## src/sv/rc4sc_pkg.sv

```systemverilog
`timescale 1ns / 1ps
`default_nettype none
// ----------------------------------------------------------------------------
// rc4sc_pkg
// Shared constants and types of the RC4 stream cipher engine.
// ----------------------------------------------------------------------------
package rc4sc_pkg;

    // Permutation table geometry
    localparam int PERM_DEPTH = 256;
    localparam int PERM_AW    = $clog2(PERM_DEPTH);

    typedef logic [PERM_AW-1:0] byte_t;

    localparam byte_t PERM_LAST = byte_t'(PERM_DEPTH - 1);

    // Key storage: two 64-bit words hold 16 key bytes
    localparam int KEY_SLOTS     = 16;
    localparam int MAX_KEY_BYTES = 16;
    localparam int KIDX_W        = (MAX_KEY_BYTES > 1) ? $clog2(MAX_KEY_BYTES) : 1;
    localparam int KEY_LEN_W     = 5;
    localparam int CFG_DATA_W    = 64;
    localparam int CFG_ADDR_W    = 2;

    typedef logic [KIDX_W-1:0] kidx_t;

    // Configuration register indexes
    localparam logic [CFG_ADDR_W-1:0] CFG_KEY_LOW  = 2'd0;
    localparam logic [CFG_ADDR_W-1:0] CFG_KEY_HIGH = 2'd1;
    localparam logic [CFG_ADDR_W-1:0] CFG_KEY_LEN  = 2'd2;

    // Operation codes carried in tuser
    localparam logic OP_CRYPT = 1'b0;
    localparam logic OP_REKEY = 1'b1;

endpackage
`default_nettype wire

```

## src/sv/rc4sc_ram.sv

```systemverilog
`timescale 1ns / 1ps
`default_nettype none
// ----------------------------------------------------------------------------
// rc4sc_ram
// Generic single-write, single-read RAM with registered read data.
// A read at the address being written returns the old contents.
// ----------------------------------------------------------------------------
module rc4sc_ram #(
    parameter int WIDTH = 8,
    parameter int DEPTH = 256
) (
    input  wire logic                     clk,
    input  wire logic                     we,
    input  wire logic [$clog2(DEPTH)-1:0] waddr,
    input  wire logic [WIDTH-1:0]         wdata,
    input  wire logic [$clog2(DEPTH)-1:0] raddr,
    output logic      [WIDTH-1:0]         rdata
);

    logic [WIDTH-1:0] mem [DEPTH];

    // Write port
    always_ff @(posedge clk)
    begin
        if (we)
        begin
            mem[waddr] <= wdata;
        end
    end

    // Registered read port
    always_ff @(posedge clk)
    begin
        rdata <= mem[raddr];
    end

endmodule
`default_nettype wire

```

## src/sv/rc4_stream_cipher.sv

```systemverilog
`timescale 1ns / 1ps
`default_nettype none
// Crypt beat: taken in ST_IDLE; ST_C3 registers the result after ST_C1 and ST_C2
//   once the output slot frees. A new beat waits for ST_IDLE, as the single read
//   port of the permutation RAM serves two lookups and the keystream read in turn.
// Rekey beat: identity fill, then ST_K0 to ST_K3 for each entry, all before the next
//   input beat is taken; no output beat. Reset: a pass writes the identity permutation
//   before s_axis_tready rises; key registers reset to zero and key length to 5.
// ----------------------------------------------------------------------------
// rc4_stream_cipher
// RC4 engine around a 256x8 permutation RAM, driven by a small sequencer
// that reads, swaps and writes back one entry at a time.
// ----------------------------------------------------------------------------
module rc4_stream_cipher (
    input  wire logic                                clk,
    input  wire logic                                rst_n,
    // configuration write port
    input  wire logic                                cfg_we,
    input  wire logic [rc4sc_pkg::CFG_ADDR_W-1:0]    cfg_addr,
    input  wire logic [rc4sc_pkg::CFG_DATA_W-1:0]    cfg_wdata,
    // input stream
    input  wire logic                                s_axis_tvalid,
    output logic                                     s_axis_tready,
    input  wire logic [7:0]                          s_axis_tdata,  // [7:0] data_in
    input  wire logic                                s_axis_tuser,  // [0] opcode
    // output stream
    output logic                                     m_axis_tvalid,
    input  wire logic                                m_axis_tready,
    output logic [7:0]                               m_axis_tdata   // [7:0] data_out
);

    localparam logic [3:0] ST_FILL = 4'd0;
    localparam logic [3:0] ST_IDLE = 4'd1;
    localparam logic [3:0] ST_C1   = 4'd2;
    localparam logic [3:0] ST_C2   = 4'd3;
    localparam logic [3:0] ST_C3   = 4'd4;
    localparam logic [3:0] ST_K0   = 4'd5;
    localparam logic [3:0] ST_K1   = 4'd6;
    localparam logic [3:0] ST_K2   = 4'd7;
    localparam logic [3:0] ST_K3   = 4'd8;

    logic [3:0]                               state_reg, state_next;
    rc4sc_pkg::byte_t                         i_reg, i_next;
    rc4sc_pkg::byte_t                         j_reg, j_next;
    rc4sc_pkg::byte_t                         cnt_reg, cnt_next;
    rc4sc_pkg::kidx_t                         kidx_reg, kidx_next;
    logic                                     rekey_reg, rekey_next;
    rc4sc_pkg::byte_t                         si_reg, si_next;
    rc4sc_pkg::byte_t                         t_reg, t_next;
    logic                                     hit_reg, hit_next;
    rc4sc_pkg::byte_t                         hitval_reg, hitval_next;
    rc4sc_pkg::byte_t                         data_reg, data_next;
    logic                                     out_valid_reg, out_valid_next;
    rc4sc_pkg::byte_t                         out_data_reg, out_data_next;

    logic [rc4sc_pkg::CFG_DATA_W-1:0]         key_lo_reg;
    logic [rc4sc_pkg::CFG_DATA_W-1:0]         key_hi_reg;
    logic [rc4sc_pkg::KEY_LEN_W-1:0]          key_len_reg;

    logic                                     ram_we;
    rc4sc_pkg::byte_t                         ram_waddr;
    rc4sc_pkg::byte_t                         ram_wdata;
    rc4sc_pkg::byte_t                         ram_raddr;
    rc4sc_pkg::byte_t                         ram_rdata;

    logic [rc4sc_pkg::KEY_SLOTS-1:0][7:0]     key_bytes;
    rc4sc_pkg::kidx_t                         kidx_last;
    rc4sc_pkg::byte_t                         sum_t;
    logic                                     out_free;

    rc4sc_ram #(
        .WIDTH (rc4sc_pkg::PERM_AW),
        .DEPTH (rc4sc_pkg::PERM_DEPTH)
    ) u_perm (
        .clk   (clk),
        .we    (ram_we),
        .waddr (ram_waddr),
        .wdata (ram_wdata),
        .raddr (ram_raddr),
        .rdata (ram_rdata)
    );

    // Key bytes and last key index of the cyclic key walk
    assign key_bytes = {key_hi_reg, key_lo_reg};

    always_comb
    begin
        priority if (key_len_reg == '0)
        begin
            kidx_last = '0;
        end
        else if (key_len_reg > rc4sc_pkg::KEY_LEN_W'(rc4sc_pkg::MAX_KEY_BYTES))
        begin
            kidx_last = rc4sc_pkg::KIDX_W'(rc4sc_pkg::MAX_KEY_BYTES - 1);
        end
        else
        begin
            kidx_last = rc4sc_pkg::KIDX_W'(key_len_reg - 1'b1);
        end
    end

    assign out_free      = !out_valid_reg || m_axis_tready;
    assign sum_t         = si_reg + ram_rdata;
    assign s_axis_tready = (state_reg == ST_IDLE);
    assign m_axis_tvalid = out_valid_reg;
    assign m_axis_tdata  = out_data_reg;

    // Sequencer: read, swap and write back the permutation
    always_comb
    begin
        state_next     = state_reg;
        i_next         = i_reg;
        j_next         = j_reg;
        cnt_next       = cnt_reg;
        kidx_next      = kidx_reg;
        rekey_next     = rekey_reg;
        si_next        = si_reg;
        t_next         = t_reg;
        hit_next       = hit_reg;
        hitval_next    = hitval_reg;
        data_next      = data_reg;
        out_valid_next = out_valid_reg && !m_axis_tready;
        out_data_next  = out_data_reg;
        ram_we         = 1'b0;
        ram_waddr      = cnt_reg;
        ram_wdata      = cnt_reg;
        ram_raddr      = i_reg + 1'b1;

        unique case (state_reg)
            ST_FILL:
            begin
                // write entry k with k
                ram_we   = 1'b1;
                cnt_next = cnt_reg + 1'b1;
                if (cnt_reg == rc4sc_pkg::PERM_LAST)
                begin
                    j_next     = '0;
                    kidx_next  = '0;
                    state_next = rekey_reg ? ST_K0 : ST_IDLE;
                end
            end
            ST_IDLE:
            begin
                // fetch perm[i+1] speculatively; take the beat
                if (s_axis_tvalid)
                begin
                    if (s_axis_tuser == rc4sc_pkg::OP_REKEY)
                    begin
                        i_next     = '0;
                        cnt_next   = '0;
                        rekey_next = 1'b1;
                        state_next = ST_FILL;
                    end
                    else
                    begin
                        i_next     = i_reg + 1'b1;
                        data_next  = s_axis_tdata;
                        state_next = ST_C1;
                    end
                end
            end
            ST_C1:
            begin
                // advance j and fetch perm[j]
                si_next    = ram_rdata;
                j_next     = j_reg + ram_rdata;
                ram_raddr  = j_reg + ram_rdata;
                state_next = ST_C2;
            end
            ST_C2:
            begin
                // write perm[i] and fetch the keystream entry, forward pending swap
                ram_we    = 1'b1;
                ram_waddr = i_reg;
                ram_wdata = ram_rdata;
                ram_raddr = sum_t;
                t_next    = sum_t;
                priority if (sum_t == j_reg)
                begin
                    hit_next    = 1'b1;
                    hitval_next = si_reg;
                end
                else if (sum_t == i_reg)
                begin
                    hit_next    = 1'b1;
                    hitval_next = ram_rdata;
                end
                else
                begin
                    hit_next    = 1'b0;
                    hitval_next = ram_rdata;
                end
                state_next = ST_C3;
            end
            ST_C3:
            begin
                // hold the read address until the output slot frees
                ram_raddr = t_reg;
                if (out_free)
                begin
                    ram_we         = 1'b1;
                    ram_waddr      = j_reg;
                    ram_wdata      = si_reg;
                    out_valid_next = 1'b1;
                    out_data_next  = data_reg ^ (hit_reg ? hitval_reg : ram_rdata);
                    state_next     = ST_IDLE;
                end
            end
            ST_K0:
            begin
                ram_raddr  = cnt_reg;
                state_next = ST_K1;
            end
            ST_K1:
            begin
                // j += perm[k] + key[k mod len]; fetch perm[j]
                si_next    = ram_rdata;
                j_next     = j_reg + ram_rdata + key_bytes[kidx_reg];
                ram_raddr  = j_reg + ram_rdata + key_bytes[kidx_reg];
                state_next = ST_K2;
            end
            ST_K2:
            begin
                ram_we     = 1'b1;
                ram_waddr  = cnt_reg;
                ram_wdata  = ram_rdata;
                state_next = ST_K3;
            end
            ST_K3:
            begin
                ram_we    = 1'b1;
                ram_waddr = j_reg;
                ram_wdata = si_reg;
                cnt_next  = cnt_reg + 1'b1;
                kidx_next = (kidx_reg == kidx_last) ? '0 : kidx_reg + 1'b1;
                if (cnt_reg == rc4sc_pkg::PERM_LAST)
                begin
                    j_next     = '0;
                    rekey_next = 1'b0;
                    state_next = ST_IDLE;
                end
                else
                begin
                    state_next = ST_K0;
                end
            end
            default:
            begin
                state_next = ST_IDLE;
            end
        endcase
    end

    // Control registers
    always_ff @(posedge clk or negedge rst_n)
    begin
        if (!rst_n)
        begin
            state_reg     <= ST_FILL;
            i_reg         <= '0;
            j_reg         <= '0;
            cnt_reg       <= '0;
            kidx_reg      <= '0;
            rekey_reg     <= 1'b0;
            out_valid_reg <= 1'b0;
        end
        else
        begin
            state_reg     <= state_next;
            i_reg         <= i_next;
            j_reg         <= j_next;
            cnt_reg       <= cnt_next;
            kidx_reg      <= kidx_next;
            rekey_reg     <= rekey_next;
            out_valid_reg <= out_valid_next;
        end
    end

    // Payload registers
    always_ff @(posedge clk)
    begin
        si_reg       <= si_next;
        t_reg        <= t_next;
        hit_reg      <= hit_next;
        hitval_reg   <= hitval_next;
        data_reg     <= data_next;
        out_data_reg <= out_data_next;
    end

    // Configuration registers
    always_ff @(posedge clk or negedge rst_n)
    begin
        if (!rst_n)
        begin
            key_lo_reg  <= '0;
            key_hi_reg  <= '0;
            key_len_reg <= rc4sc_pkg::KEY_LEN_W'(5);
        end
        else if (cfg_we)
        begin
            priority if (cfg_addr == rc4sc_pkg::CFG_KEY_LOW)
            begin
                key_lo_reg <= cfg_wdata;
            end
            else if (cfg_addr == rc4sc_pkg::CFG_KEY_HIGH)
            begin
                key_hi_reg <= cfg_wdata;
            end
            else if (cfg_addr == rc4sc_pkg::CFG_KEY_LEN)
            begin
                key_len_reg <= cfg_wdata[rc4sc_pkg::KEY_LEN_W-1:0];
            end
        end
    end

    // Checks
    a_no_write_idle: assert property (@(posedge clk) disable iff (!rst_n)
        (state_reg == ST_IDLE) |-> !ram_we)
        else $error("permutation written while idle");

    a_fill_identity: assert property (@(posedge clk) disable iff (!rst_n)
        (state_reg == ST_FILL) |-> (ram_we && (ram_waddr == ram_wdata)))
        else $error("fill pass wrote a non-identity entry");

    a_crypt_result: assert property (@(posedge clk) disable iff (!rst_n)
        (state_reg == ST_C3 && out_free) |=> (out_valid_reg && state_reg == ST_IDLE))
        else $error("crypt step finished without a result");

    a_rekey_done: assert property (@(posedge clk) disable iff (!rst_n)
        (state_reg == ST_K3 && cnt_reg == rc4sc_pkg::PERM_LAST)
        |=> (i_reg == '0 && j_reg == '0 && !rekey_reg && state_reg == ST_IDLE))
        else $error("key schedule ended with indices not cleared");

endmodule
`default_nettype wire

```

## config.mk

```make
export PLATFORM = sky130hd
export DESIGN_NAME = rc4_stream_cipher
export DESIGN_NICKNAME = d
export VERILOG_FILES = /design/src/sv/rc4sc_pkg.sv /design/src/sv/rc4sc_ram.sv /design/src/sv/rc4_stream_cipher.sv
export SDC_FILE = /design/constraint.sdc
export NUM_CORES = 2
export LEC_CHECK = 0
export BUFFER_PORTS_ARGS = -buffer_cell sky130_fd_sc_hd__clkbuf_2
export CAP_MARGIN = 20
export CORE_MARGIN = 1
export CORE_UTILIZATION = 45
export CTS_CLUSTER_DIAMETER = 40
export DETAILED_ROUTE_END_ITERATION = 7
export PLACE_DENSITY = 0.59
export SKIP_CTS_REPAIR_TIMING = 1
export SLEW_MARGIN = 25
export SYNTH_ARGS = -nofsm -noshare
export SYNTH_HDL_FRONTEND = slang
export SYNTH_SLANG_ARGS = --single-unit
```

## constraint.sdc

```tcl
create_clock -name clk -period 7.2 [get_ports clk]
set_clock_uncertainty 0.05 [all_clocks]
set_input_delay 0.36 -clock clk [delete_from_list [all_inputs] [get_ports clk]]
set_output_delay 0.36 -clock clk [all_outputs]
set_load 0.03 [all_outputs]
```

==> flow_metrics.env <==
export IMPL_timing_final_crit_share_pct=91.7
export IMPL_rows=167
export IMPL_ys_warnings_count=0
export IMPL_dp_slack_ns=0.700
export IMPL_rsz0062_at_grt="no"
export IMPL_grt_pass1_wl_mm=398
export IMPL_core_area_um2=208000
export IMPL_hold_class="input pin to async pin"
export IMPL_die_area_um2=211000
export IMPL_drv_slew=0
export IMPL_hold_viol=0
export IMPL_setup_violations=0
export IMPL_ys_seq_area_share_pct=71.1
export IMPL_num_io_pins=90
export IMPL_r2r_cells=17
export IMPL_areaGrowthSynthToFinish_pct=17.4
export IMPL_largest_reg_flops=2048
export IMPL_synthFlopType="edfxtp_1"
export IMPL_htree_levels=5
export IMPL_synth_edf_count=2089
export IMPL_instances_no_fill=10500
export IMPL_clk_insertion_delay_late_ns=0.96
export IMPL_yosys_top_cells_count="edfxtp_1 (2,089), nand2_1 (2,000), nand3_1 (611)"
export IMPL_numCtsBuffers=345
export IMPL_status="completed"
export IMPL_cp_top_family="compound AO/OA/AOI/OAI gates"
export IMPL_gp_congestion=0.881
export IMPL_gr_total_overflow=0
export IMPL_hpwl_mm=159
export IMPL_drive_above_1_share_pct=15.0
export IMPL_synth_cell_type_count=101
export IMPL_die_height_um=460
export IMPL_fin_nets=7536
export IMPL_path_clk_slew_ns=0.06
export IMPL_dp_cells=9788
export IMPL_syn_cell_area_um2=94300
export IMPL_fin_crit_ns=6.60
export IMPL_cp_start_kind="flip-flop"
export IMPL_crit_path_top_delay_cell="a311oi_1"
export IMPL_synth_most_common_cell="edfxtp_1"
export IMPL_grt_max_degree=191
export IMPL_drc=0
export IMPL_drtAntennaViolNets=0
export IMPL_numPortBuffers=89
export IMPL_synth_avg_cell_area_um2=13.1
export IMPL_crit_buf_inv=4
export IMPL_routedWlPerCell_um=25.6
export IMPL_worst_slew_pin_slew_ns=1.14
export IMPL_clkSinkCount=2264
export IMPL_synthCells=7197
export IMPL_synth_area_top_cells="edfxtp_1 (67%), nand2_1 (8.0%), dfrtp_1 (4.4%)"
export IMPL_synth_top_cell_by_area="edfxtp_1"
export IMPL_tns_ns=0
export IMPL_grt_antenna_before_repair=9
export IMPL_fmaxAchievable_ghz=0.151
export IMPL_via_per_inst=5.91
export IMPL_synth_fp_nets=7305
export IMPL_cts_tree="yes"
export IMPL_max_stage_delay_ns=0.60
export IMPL_cp_required_ns=7.99
export IMPL_netlist_area_leader_share_pct=66.5
export IMPL_path_depth=17
export IMPL_async_flop_share_pct=7.38
export IMPL_relSlewSlack_pct=24.0
export IMPL_cap_violations=0
export IMPL_cp_arrival_ns=7.39
export IMPL_die_x_um=460
export IMPL_endpoint_kind="flip-flop"
export IMPL_ys_ff_latch=2264
export IMPL_timing_final_ws_setup_ns=0.597
export IMPL_worst_path_max_fanout=95
export IMPL_vias=62000
export IMPL_hold_ws_ns=0.0414
export IMPL_dr_pass1_iters=6
export IMPL_clockBufferDepth=4
export IMPL_drt_first_iter_violations=7508
export IMPL_grt_pass1_vias=60100
export IMPL_start_util_pct=45.4
export IMPL_grt_usage_pct=25.2
export IMPL_wl_mm=269
export IMPL_root_buffer="clkbuf_16"
export IMPL_cp_cell_sequence="ha_1 > fa_1 > xnor2_1 > inv_1 > ha_1 > xnor2_1 > a22oi_1 > and3_4 > buf_12 > buf_4 > nand2_1 > nand3_1 > nand3_1 > a311oi_1 > buf_4 > o2111ai_1 > a311oi_1"
export IMPL_critPathKind="flip-flop to flip-flop"
placed cells by master, fill, tap and decap left out, types with 25 or more instances in the layout:
master,synthesis,routed
a311oi_1,380,380
mux4_2,52,52
nor2_1,314,311
clkinv_1,0,28
o21ai_0,98,98
nand4_1,25,25
a21oi_1,36,36
dlygate4sd3_1,0,81
clkinv_2,0,33
inv_1,29,29
clkbuf_1,201,26
buf_12,0,45
clkinvlp_4,0,36
xnor2_1,38,38
and3_1,221,219
nor3_1,48,46
nand3_1,611,606
clkinv_4,0,40
nand2_1,2000,1996
buf_4,28,178
dfrtp_1,165,164
mux2_2,143,143
bufinv_16,0,46
mux2i_1,65,65
edfxtp_1,2089,2089
clkbuf_16,0,356
clkbuf_2,0,88
inv_6,0,36
a31oi_1,45,45
ha_1,25,25
logic make-up (layout without fill, tap and decap cells):
family	after synthesis	count (layout)	synth area share, %
compound gates	744	744	6.31
xor+xnor	48	48	0.462
fa+ha+maj	28	28	0.395
buf+inv	540	1041	2.84
flops	2264	2264	71.1
mux	268	268	3.83
other cells	0	8	0
simple gates	3305	3305	15.0
area by class of cell:
class | count | area (um^2)
fillers | 17100 | 97000
clock inverters | 232 | 2740
clock buffers | 385 | 9050
repair buffers | 394 | 3510
multi-input cells | 4393 | 24700
flip-flops and latches | 2264 | 67100
diodes | 8 | 20.0
well taps | 2788 | 3490
inverters | 30 | 113
routing by layer:
metal  GRT usage, %  vias to the layer above  wire length (um)
met5              0                        -                 9
met4           10.4                        2             10700
met3           5.11                      531             22300
met2           38.4                     2858            124000
met1           35.2                    31200            112000
li1               -                    27300                 -
worst paths after layout:
| check | from | end | slack [ns] |
|---|---|---|---|
| min | rst_n | key_hi_reg[43]$_DFFE_PN0P_ | 0.04 |
| max in group asynchronous | rst_n | key_hi_reg[8]$_DFFE_PN0P_ | 5.89 |
| max reg2reg | u_perm.rdata[0]$_DFF_P_ | u_perm.rdata[4]$_DFF_P_ | 0.60 |
| min in group clk | s_axis_tdata[5] | data_reg[5]$_DFFE_PP_ | 0.08 |
| max | u_perm.rdata[0]$_DFF_P_ | u_perm.rdata[4]$_DFF_P_ | 0.60 |
| min reg2reg | key_hi_reg[24]$_DFFE_PN0P_ | key_hi_reg[24]$_DFFE_PN0P_ | 0.45 |
through the flow:
stage	utilization (%)	area, um^2
global route	53.3	111000
finish	53.3	111000
CTS	52.9	110000
floorplan	-	94300
detailed placement	47.2	98100
global placement	47.2	98100
Power is not shown: default switching activity piles up to over one toggle a cycle in this logic, so the estimate is an artifact.
